===== config.mk =====
export PLATFORM = sky130hd
export DESIGN_NAME = att_ctrl
export DESIGN_NICKNAME = d
export VERILOG_FILES = /design/src/design/att_pkg.sv /design/src/design/att_ctrl.sv
export SDC_FILE = /design/constraint.sdc
export NUM_CORES = 1
export LEC_CHECK = 0
export BUFFER_PORTS_ARGS = -buffer_cell sky130_fd_sc_hd__clkbuf_2
export CELL_PAD_IN_SITES_DETAIL_PLACEMENT = 2
export CELL_PAD_IN_SITES_GLOBAL_PLACEMENT = 2
export CORE_MARGIN = 8
export CORE_UTILIZATION = 20
export DETAILED_ROUTE_END_ITERATION = 10
export PLACE_DENSITY = 0.74
export SYNTH_ARGS = -nofsm -noshare
export SYNTH_HDL_FRONTEND = slang
export SYNTH_SLANG_ARGS = --single-unit

===== constraint.sdc =====
create_clock -name i_clk -period 2.6 [get_ports i_clk]
set_clock_uncertainty 0.2 [all_clocks]
set_input_delay 0.52 -clock i_clk [delete_from_list [all_inputs] [get_ports i_clk]]
set_output_delay 0.52 -clock i_clk [all_outputs]
set_load 0.01 [all_outputs]

===== src/design/att_pkg.sv =====
// Shared types, widths and codes for the audio timestamp tracker.
`default_nettype none

package att_pkg;

    localparam int TS_W           = 32;
    localparam int PLEN_W         = 16;
    localparam int CONS_W         = 13;
    localparam int QCNT_W         = 7;
    localparam int BYTES_W        = 17;
    localparam int PROD_W         = TS_W + PLEN_W;
    localparam int FIFO_DEPTH_DEF = 64;
    localparam int DIV_BITS       = 4;
    localparam int DIV_STEPS      = TS_W / DIV_BITS;

    typedef enum logic [1:0] {
        OP_PUSH    = 2'd0,
        OP_CONSUME = 2'd1,
        OP_CLEAR   = 2'd2,
        OP_SEEK    = 2'd3
    } t_op;

    typedef enum logic [2:0] {
        ST_IDLE,
        ST_DECODE,
        ST_HEAD,
        ST_NEXT,
        ST_MUL,
        ST_DIV,
        ST_FIN,
        ST_DONE
    } t_state;

    typedef struct packed {
        logic latch;
        logic exec_simple;
        logic cons_start;
        logic head_eval;
        logic diff_load;
        logic div_start;
        logic interp_write;
        logic out_load;
    } t_cmd;

    typedef struct packed {
        t_op  op;
        logic count_zero;
        logic count_one;
        logic head_pop;
        logic div_busy;
        logic out_free;
    } t_sts;

endpackage

`default_nettype wire


===== src/design/att_ctrl.sv =====
// Controller: sequences one command transaction at a time through the datapath.
`default_nettype none

module att_ctrl (
    input  wire logic            i_clk,
    input  wire logic            i_rst_n,
    input  wire logic            i_in_valid,
    output logic                 o_in_ready,
    input  wire att_pkg::t_sts   i_sts,
    output att_pkg::t_cmd        o_cmd
);

    att_pkg::t_state r_state, n_state;

    always_ff @(posedge i_clk) begin
        if (!i_rst_n) begin
            r_state <= att_pkg::ST_IDLE;
        end else begin
            r_state <= n_state;
        end
    end

    always_comb begin
        n_state = r_state;
        o_cmd   = '0;
        case (r_state)
            att_pkg::ST_IDLE: begin
                if (i_in_valid) begin
                    o_cmd.latch = 1'b1;
                    n_state     = att_pkg::ST_DECODE;
                end
            end
            att_pkg::ST_DECODE: begin
                if (i_sts.op == att_pkg::OP_CONSUME) begin
                    o_cmd.cons_start = 1'b1;
                    n_state = i_sts.count_zero ? att_pkg::ST_DONE : att_pkg::ST_HEAD;
                end else begin
                    o_cmd.exec_simple = 1'b1;
                    n_state           = att_pkg::ST_DONE;
                end
            end
            att_pkg::ST_HEAD: begin
                // pop a fully played head, settle on the last entry, or go on to interpolate
                o_cmd.head_eval = 1'b1;
                if (i_sts.count_one) begin
                    n_state = att_pkg::ST_DONE;
                end else if (i_sts.head_pop) begin
                    n_state = att_pkg::ST_HEAD;
                end else begin
                    n_state = att_pkg::ST_NEXT;
                end
            end
            att_pkg::ST_NEXT: begin
                o_cmd.diff_load = 1'b1;
                n_state         = att_pkg::ST_MUL;
            end
            att_pkg::ST_MUL: begin
                o_cmd.div_start = 1'b1;
                n_state         = att_pkg::ST_DIV;
            end
            att_pkg::ST_DIV: begin
                if (!i_sts.div_busy) begin
                    n_state = att_pkg::ST_FIN;
                end
            end
            att_pkg::ST_FIN: begin
                o_cmd.interp_write = 1'b1;
                n_state            = att_pkg::ST_DONE;
            end
            att_pkg::ST_DONE: begin
                if (i_sts.out_free) begin
                    o_cmd.out_load = 1'b1;
                    n_state        = att_pkg::ST_IDLE;
                end
            end
            default: begin
                n_state = att_pkg::ST_IDLE;
            end
        endcase
    end

    assign o_in_ready = (r_state == att_pkg::ST_IDLE);

endmodule

`default_nettype wire


==> insert_results.sql, run 1 <==
INSERT INTO impl_metrics (metric_group, metric, value, unit) VALUES
('sta', 'fmax', '456', 'MHz'),
('global_routing', 'grt_max_degree', '12', ''),
('route', 'ant_nets', '0', ''),
('logic_synthesis', 'ys_ff_latch', '3', ''),
('die', 'floorplan.die_area', '2900', 'µm²'),
('clock_network', 'clock_sinks', '3', ''),
('hold_path', 'hold_class', 'input pin to register', ''),
('pwr', 'clkPwrFrac', '16.7', '%'),
('status', 'run_status', 'finished clean', ''),
('clock_network', 'post-cts-setup-buffers', '0', ''),
('global_routing', 'overflow', '0', ''),
('placement', 'gpl.final_weighted_congestion', '0.709', ''),
('clock_network', 'cts_tree', 'built', ''),
('layout', 'drive_above_1_share', '50.0', '%'),
('critical_path', 'critical_register_to_register_path_endpoint', 'r_state[2]$_SDFFE_PN0P_', ''),
('pwr', 'sequential_power_share', '28.2', '%'),
('sta', 'timing.final.crit_share', '84.4', '%'),
('route', 'detail_route.wirelength', '944', 'µm'),
('sta', 'rsz0062_at_grt', 'false', ''),
('clock_network', 'ctsLongestPathBuffers', '2', ''),
('pwr', 'switching_power_total', '218', 'µW'),
('global_routing', 'grt_antenna_before_repair', '0', ''),
('pwr', 'power_density', '1190', 'nW/µm²'),
('clock_network', 'cts_made_buffers', '3', ''),
('global_routing', 'first_global_vias', '369', ''),
('layout', 'max_ffs_per_register', '3', ''),
('placement', 'dp_hpwl', '782', 'µm'),
('sta', 'timing.final.setup_violations', '0', ''),
('placement', 'post-place-ws', '0.618', 'ns'),
('clock_network', 'h-tree-depth', '1', ''),
('route', 'dr.pass1.iters', '4', ''),
('clock_network', 'cts.repair.resized', '0', ''),
('global_routing', 'first_pass_grt_wire_length', '1500', 'µm'),
('layout', 'antennaDiodeCount', '0', ''),
('layout', 'layout-area-overhead-vs-synth', '40.2', '%'),
('logic_synthesis', 'unique_cell_type_count_in_the_yosys_netlist', '25', ''),
('critical_path', 'worstReg2RegStart', 'r_state[0]$_SDFFE_PN0P_', ''),
('clock_network', 'clock_insertion_delay_worst_skew', '0.23', 'ns'),
('die', 'fp.dieW', '53.9', 'µm'),
('die', 'die_height', '53.9', 'µm'),
('route', 'drt-wirelength-per-cell', '13.3', 'µm'),
('logic_synthesis', 'syn_area_per_cell', '7.74', 'µm²'),
('placement', 'io_buffer_count', '18', ''),
('critical_path', 'worstSetupStartpointType', 'register', ''),
('layout', 'biggestRegsByFlops', 'r_state x3', ''),
('sta', 'hold_violations', '0', ''),
('critical_path', 'data_required_time_of_the_critical_path', '1.88', 'ns'),
('pwr', 'worst_ir_drop_on_vdd', '0.355', 'mV'),
('logic_synthesis', 'seq_area_frac_synth', '21.0', '%'),
('logic_synthesis', 'synthTopCellsByArea', 'sky130_fd_sc_hd__dfxtp_1 21%, sky130_fd_sc_hd__nor3b_4 6.6%, sky130_fd_sc_hd__a22o_1 6.1%, sky130_fd_sc_hd__a21oi_1 5.2%, sky130_fd_sc_hd__o21ai_0 5.2%', ''),
('pwr', 'share_comb_of_total_power', '55.1', '%'),
('sta', 'layout_min_cycle_time', '2.19', 'ns'),
('layout', 'number_of_nets_in_the_final_layout', '67', ''),
('pwr', 'switching_share', '45.5', '%'),
('hold_path', 'hold-path-endpoint', 'r_state[1]$_SDFFE_PN0P_', ''),
('layout', 'final_util', '30.5', '%'),
('critical_path', 'worst-endpoint-arrival', '1.47', 'ns'),
('logic_synthesis', 'synth_largest_area_cell', 'sky130_fd_sc_hd__dfxtp_1', ''),
('critical_path', 'setup.worst_path.class', 'register to output port', ''),
('critical_path', 'crit_end_category', 'output port', ''),
('sta', 'final.setup.tns', '0', 'ns'),
('clock_network', 'worst_setup_hold_path_clk_slew', '0.04', 'ns'),
('pwr', 'power.leakage', '0.000195', 'µW'),
('die', 'rows', '13', ''),
('sta', 'max_slew_violation_count', '0', ''),
('die', 'initial_core_util', '21.7', '%'),
('critical_path', 'regToRegSetupSlack', '1.10', 'ns'),
('sta', 'remaining_max_slew_budget_at_the_tightest_pin', '73.3', '%'),
('layout', 'largest-register', 'r_state', ''),
('logic_synthesis', 'syn-num-nets', '47', ''),
('hold_path', 'number_of_cells_on_the_worst_hold_path', '2', '');
power groups by stage:
stage	registers (µW)	logic [µW]	clock network, µW
after floorplan	74.2	256	0
after global placement	136	261	0
after detailed placement	138	266	0
after CTS	137	270	85.6
after global routing	145	289	90.3
final	135	264	80.0
layer usage:
metal,vias up,global-route usage (%),part of all wire [%]
met5,-,0,0
met4,0,1.26,0
met3,0,3.58,4.7
met2,6,12.4,51
met1,155,7.28,44
li1,167,-,-
placed cells by master, fill, tap and decap left out, types with 2 or more instances in the layout:
cell type	netlist	routed
sky130_fd_sc_hd__nor3_1	2	2
sky130_fd_sc_hd__inv_2	2	2
sky130_fd_sc_hd__nor2_1	3	3
sky130_fd_sc_hd__clkbuf_4	1	3
sky130_fd_sc_hd__a21oi_1	3	3
sky130_fd_sc_hd__a22o_1	2	2
sky130_fd_sc_hd__dfxtp_1	3	3
sky130_fd_sc_hd__o21ai_0	3	3
sky130_fd_sc_hd__nand2_1	2	2
sky130_fd_sc_hd__clkbuf_2	0	18
cell families (layout without fill, tap and decap cells):
kind of cell / Yosys count / in the layout / share of synthesized area [%]
DFF: 3 / 3 / 21.0
buffers and inverters: 6 / 25 / 10.9
AOI/OAI and AO/OA: 11 / 11 / 26.2
and+or+nand+nor: 17 / 17 / 41.9
per-stage QoR:
stage                     hold WS, ns  cells  instance area [µm²]  power (µW)
after detailed placement        0.470     67                  375         405
after global placement          0.464     67                  375         396
after CTS                       0.341     71                  402         493
final                           0.350     71                  402         479
after global routing            0.354     71                  402         525
after floorplan                 0.448     37                  287         330
layout make-up:
class	instances	area, µm²	share of cell area, %
Multi-Input combinational cell	28	195	48.6
Timing Repair Buffer	18	90.1	22.4
Sequential cell	3	60.1	15.0
Clock buffer	4	26.3	6.54
Tap cell	15	18.8	4.67
Inverter	3	11.3	2.80
worst max-delay path, cell delays in order (launching register included):
cell	delay, ns
sky130_fd_sc_hd__dfxtp_1	0.54
sky130_fd_sc_hd__nor3b_2	0.34
sky130_fd_sc_hd__a21boi_0	0.20
sky130_fd_sc_hd__clkbuf_2	0.15
worst max-delay path by stage:
stage | cells past startpoint | from | to
4_1_cts | 3 | r_state[0]$_SDFFE_PN0P_ | o_cmd[6]
6_report | 3 | r_state[0]$_SDFFE_PN0P_ | o_cmd[6]
5_1_grt | 3 | r_state[0]$_SDFFE_PN0P_ | o_cmd[6]
2_1_floorplan | 4 | r_state[0]$_SDFFE_PN0P_ | o_cmd[7]
3_3_place_gp | 3 | r_state[0]$_SDFFE_PN0P_ | o_cmd[6]
3_5_place_dp | 3 | r_state[0]$_SDFFE_PN0P_ | o_cmd[6]
cells in the mapped netlist, drive strengths merged:
cell / number
a21oi: 3
dfxtp: 3
inv: 3
nor2: 3
nor3b: 3
o21ai: 3
a22o: 2
and3: 2
buf: 2
nand2: 2
nor3: 2
a21boi: 1
a22oi: 1
and2: 1
clkbuf: 1
nand2b: 1
nor2b: 1
o31ai: 1
or3: 1
or3b: 1
Power figures use the tool's default switching activity.
==> run 2, diff against run 1 <==
Settings changed: ABC_AREA set to 1, CORE_UTILIZATION 20 to 15, PLACE_DENSITY 0.74 to 0.66.
Clock period 2.6 ns to 1.85 ns, I/O delays scaled along.
==> run 2 against run 1 <==
Against the previous run: critical path type unchanged; count of clock-buffer cells in the layout stayed put; final cell count is 44% higher; synthesized cell count is 49% higher; combinational power is 47% higher; global-route usage is 0.36 points lower; register-to-register slack worse by 0.52 ns; via count is 21% higher; non-clock buffer count stayed put; wire length is 15% higher; power is 45% higher.
==> insert_results.sql, run 2 <==
INSERT INTO impl_metrics (metric_group, metric, value, unit) VALUES
('placement', 'io_buffer_count', '18', ''),
('critical_path', 'critPathSlowestCell', 'sky130_fd_sc_hd__dfxtp_4', ''),
('logic_synthesis', 'synthesis.instances', '55', ''),
('logic_synthesis', 'unique_cell_type_count_in_the_yosys_netlist', '17', ''),
('route', 'drt-wirelength-per-cell', '10.6', 'µm'),
('route', 'dr.first_iter.drc_count', '3', ''),
('route', 'post_drt_via_cell_ratio', '3.88', ''),
('sta', 'fmax', '592', 'MHz'),
('logic_synthesis', 'syn-num-nets', '65', ''),
('layout', 'final_cell_mix', '17 x sky130_fd_sc_hd__clkbuf_2, 13 x sky130_fd_sc_hd__nand2_1, 10 x sky130_fd_sc_hd__inv_1', ''),
('placement', 'gpl.final_weighted_congestion', '0.694', ''),
('sta', 'layout_min_cycle_time', '1.69', 'ns'),
('layout', 'number_of_nets_in_the_final_layout', '86', ''),
('critical_path', 'critical-path-top-delay-family', 'flip-flops', ''),
('critical_path', 'critPathMaxFanout', '11', ''),
('route', 'route.vias.total', '396', ''),
('layout', 'final-instance-count-excl-fill', '102', ''),
('sta', 'timing.final.setup_violations', '0', ''),
('sta', 'rsz0062_at_grt', 'false', ''),
('die', 'rows', '16', ''),
('logic_synthesis', 'most_used_standard_cell_by_instance_count_after_synthesis', 'sky130_fd_sc_hd__nand2_1', ''),
('layout', 'layout-area-overhead-vs-synth', '47.5', '%'),
('route', 'ant_nets', '0', ''),
('logic_synthesis', 'yosys_most_used_dff', 'sky130_fd_sc_hd__dfxtp_1', ''),
('clock_network', 'worst_setup_hold_path_clk_slew', '0.04', 'ns'),
('clock_network', 'post-cts-setup-buffers', '0', ''),
('route', 'detailed_route_drc_error_count', '0', ''),
('logic_synthesis', 'ys_ff_latch', '3', ''),
('critical_path', 'crit_top_cell', 'sky130_fd_sc_hd__inv_1', ''),
('layout', 'most_common_cell_after_layout_fill_and_taps_aside', 'sky130_fd_sc_hd__clkbuf_2', ''),
('hold_path', 'hold_path_startpoint', 'i_rst_n', ''),
('clock_network', 'h-tree-depth', '1', ''),
('sta', 'max_slew_violation_count', '0', ''),
('logic_synthesis', 'yosys.area.top_type_share', '20.0', '%'),
('status', 'run_status', 'finished clean', ''),
('clock_network', 'holdBufCountCts', '0', ''),
('sta', 'remaining_max_slew_budget_at_the_tightest_pin', '87.5', '%'),
('die', 'initial_core_util', '15.6', '%'),
('run', 'max_capacitance_violation_total', '0', ''),
('layout', 'largest-register', 'r_state', ''),
('pwr', 'worst_ir_drop_on_vdd', '0.623', 'mV'),
('sta', 'hold_violations', '0', ''),
('logic_synthesis', 'syn_area_per_cell', '5.46', 'µm²'),
('global_routing', 'first_global_vias', '439', ''),
('global_routing', 'grt_max_degree', '12', ''),
('logic_synthesis', 'async_flop_share', '0', '%'),
('critical_path', 'worstSetupStartpointType', 'register', ''),
('global_routing', 'grtUsageTotal', '6.62', '%'),
('critical_path', 'critical_path.n_buffers_inverters', '3', ''),
('die', 'top_level_ports', '19', ''),
('critical_path', 'worstReg2RegStart', 'r_state[2]$_SDFFE_PN0P_', ''),
('clock_network', 'cts_made_buffers', '3', ''),
('hold_path', 'hold_class', 'input pin to register', ''),
('clock_network', 'clock_insertion_delay_worst_skew', '0.24', 'ns'),
('placement', 'dp_hpwl', '930', 'µm'),
('layout', 'fill_cells', '261', ''),
('clock_network', 'clock_sinks', '3', ''),
('pwr', 'fin_total_pwr', '693', 'µW'),
('critical_path', 'data_required_time_of_the_critical_path', '1.28', 'ns'),
('route', 'dr.pass1.iters', '2', ''),
('placement', 'placed_cells', '98', ''),
('clock_network', 'cts_tree', 'built', ''),
('layout', 'antennaDiodeCount', '0', ''),
('critical_path', 'crit_path_max_incr_delay', '0.37', 'ns'),
('logic_synthesis', 'synth_largest_area_cell', 'sky130_fd_sc_hd__dfxtp_1', ''),
('critical_path', 'crit_end_category', 'output port', ''),
('clock_network', 'ctsRootBufferMaster', 'sky130_fd_sc_hd__clkbuf_4', ''),
('logic_synthesis', 'synthTopCellsByArea', 'sky130_fd_sc_hd__dfxtp_1 20%, sky130_fd_sc_hd__nand2_1 16%, sky130_fd_sc_hd__inv_1 13%, sky130_fd_sc_hd__nor2_1 13%, sky130_fd_sc_hd__a21oi_1 6.7%', ''),
('layout', 'biggestRegsByFlops', 'r_state x3', ''),
('global_routing', 'first_pass_grt_wire_length', '1840', 'µm'),
('critical_path', 'setup.worst_path.class', 'register to output port', ''),
('logic_synthesis', 'synth.cell_area', '300', 'µm²'),
('global_routing', 'grt_antenna_before_repair', '0', ''),
('clock_network', 'ctsLongestPathBuffers', '2', ''),
('die', 'die_height', '60.7', 'µm'),
('logic_synthesis', 'seq_area_frac_synth', '20.0', '%'),
('logic_synthesis', 'netlist_top_cells_count', '13 x sky130_fd_sc_hd__nand2_1, 10 x sky130_fd_sc_hd__inv_1, 10 x sky130_fd_sc_hd__nor2_1', ''),
('critical_path', 'crit_path_start', 'r_state[1]$_SDFFE_PN0P_', ''),
('die', 'floorplan.die_area', '3690', 'µm²'),
('layout', 'drive_above_1_share', '38.7', '%'),
('layout', 'max_ffs_per_register', '3', ''),
('die', 'fp.dieW', '60.7', 'µm'),
('critical_path', 'cp_cell_sequence', 'inv_1, nand2_1, nor2_2, inv_1, a21oi_1, buf_2', ''),
('logic_synthesis', 'synth_warnings', '0', ''),
('die', 'core_area', '1920', 'µm²'),
('sta', 'final.setup.tns', '0', 'ns'),
('pwr', 'power_density', '1570', 'nW/µm²'),
('global_routing', 'overflow', '0', ''),
('logic_synthesis', 'synth_enable_flop_cells', '0', ''),
('critical_path', 'worst-endpoint-arrival', '1.12', 'ns'),
('pwr', 'power.leakage', '0.000255', 'µW'),
('sta', 'worst-slew-pin-transition', '0.186', 'ns'),
('route', 'detail_route.wirelength', '1080', 'µm'),
('sta', 'timing.final.crit_share', '91.3', '%');
run 2: cell types whose count changed after synthesis, moves of 2 or more:
cell,previous run,this run
sky130_fd_sc_hd__nor2_1,3,10
sky130_fd_sc_hd__nand3_1,0,2
sky130_fd_sc_hd__nand2_1,2,13
sky130_fd_sc_hd__nor2_2,0,2
sky130_fd_sc_hd__nand4_1,0,2
sky130_fd_sc_hd__a22o_1,2,0
sky130_fd_sc_hd__o21ai_0,3,1
sky130_fd_sc_hd__inv_1,1,10
run 2: final timing paths:
kind | end | slack [ns] | depth (start not counted)
max reg2reg | r_state[1]$_SDFFE_PN0P_ | 0.58 | 6
min | r_state[2]$_SDFFE_PN0P_ | 0.17 | 3
max | o_cmd[6] | 0.16 | 6
min reg2reg | r_state[1]$_SDFFE_PN0P_ | 0.41 | 2
run 2: stage by stage:
stage	util, %	area, µm²	setup WS [ns]	hold WS [ns]
floorplan	-	300	0.379	0.302
global placement	21.1	405	0.297	0.422
detailed placement	21.1	405	0.241	0.427
CTS	22.5	433	0.0161	0.187
global route	23.0	443	0.0129	0.202
finish	23.0	443	0.161	0.173
run 2: cell families after synthesis:
family | synth area share (%)
flip-flops | 20.0
XOR/XNOR | 2.92
AO/OA/AOI/OAI | 10.4
buffers and inverters | 20.0
AND/OR/NAND/NOR | 46.7
run 2: worst min-delay path, cell delays in order:
cell	delay, ns
sky130_fd_sc_hd__clkbuf_2	0.09
sky130_fd_sc_hd__inv_1	0.07
sky130_fd_sc_hd__a21oi_1	0.04
run 2: power breakdown:
group	leakage, µW	total, µW	internal, µW	switching, µW
sequential	0.0000264	188	111	77.0
clock	0.0000150	117	81.0	35.6
combinational	0.000214	389	151	237
run 2: per-layer routing:
| metal | vias to the layer above | share of wire (%) | wire length (µm) | global-route usage [%] |
|---|---|---|---|---|
| li1 | 207 | - | - | - |
| met1 | 175 | 42 | 458 | 6.90 |
| met2 | 14 | 49 | 528 | 11.2 |
| met3 | 0 | 9.0 | 97 | 2.97 |
| met4 | 0 | 0 | 0 | 2.99 |
| met5 | - | 0 | 0 | 0 |
run 2: final cells by class:
cell class / count / area (µm²) / area share, %
timing repair buffer: 18 / 90.1 / 20.3
inverter: 11 / 41.3 / 9.32
clock buffer: 4 / 26.3 / 5.93
sequential: 3 / 68.8 / 15.5
tap: 27 / 33.8 / 7.63
multi-input combinational: 39 / 183 / 41.2
run 2: what timing repair did:
action                                  CTS  global route
endpoints found under the setup margin    1             4
resized for setup                         1             6
endpoints found under the hold margin     0             0
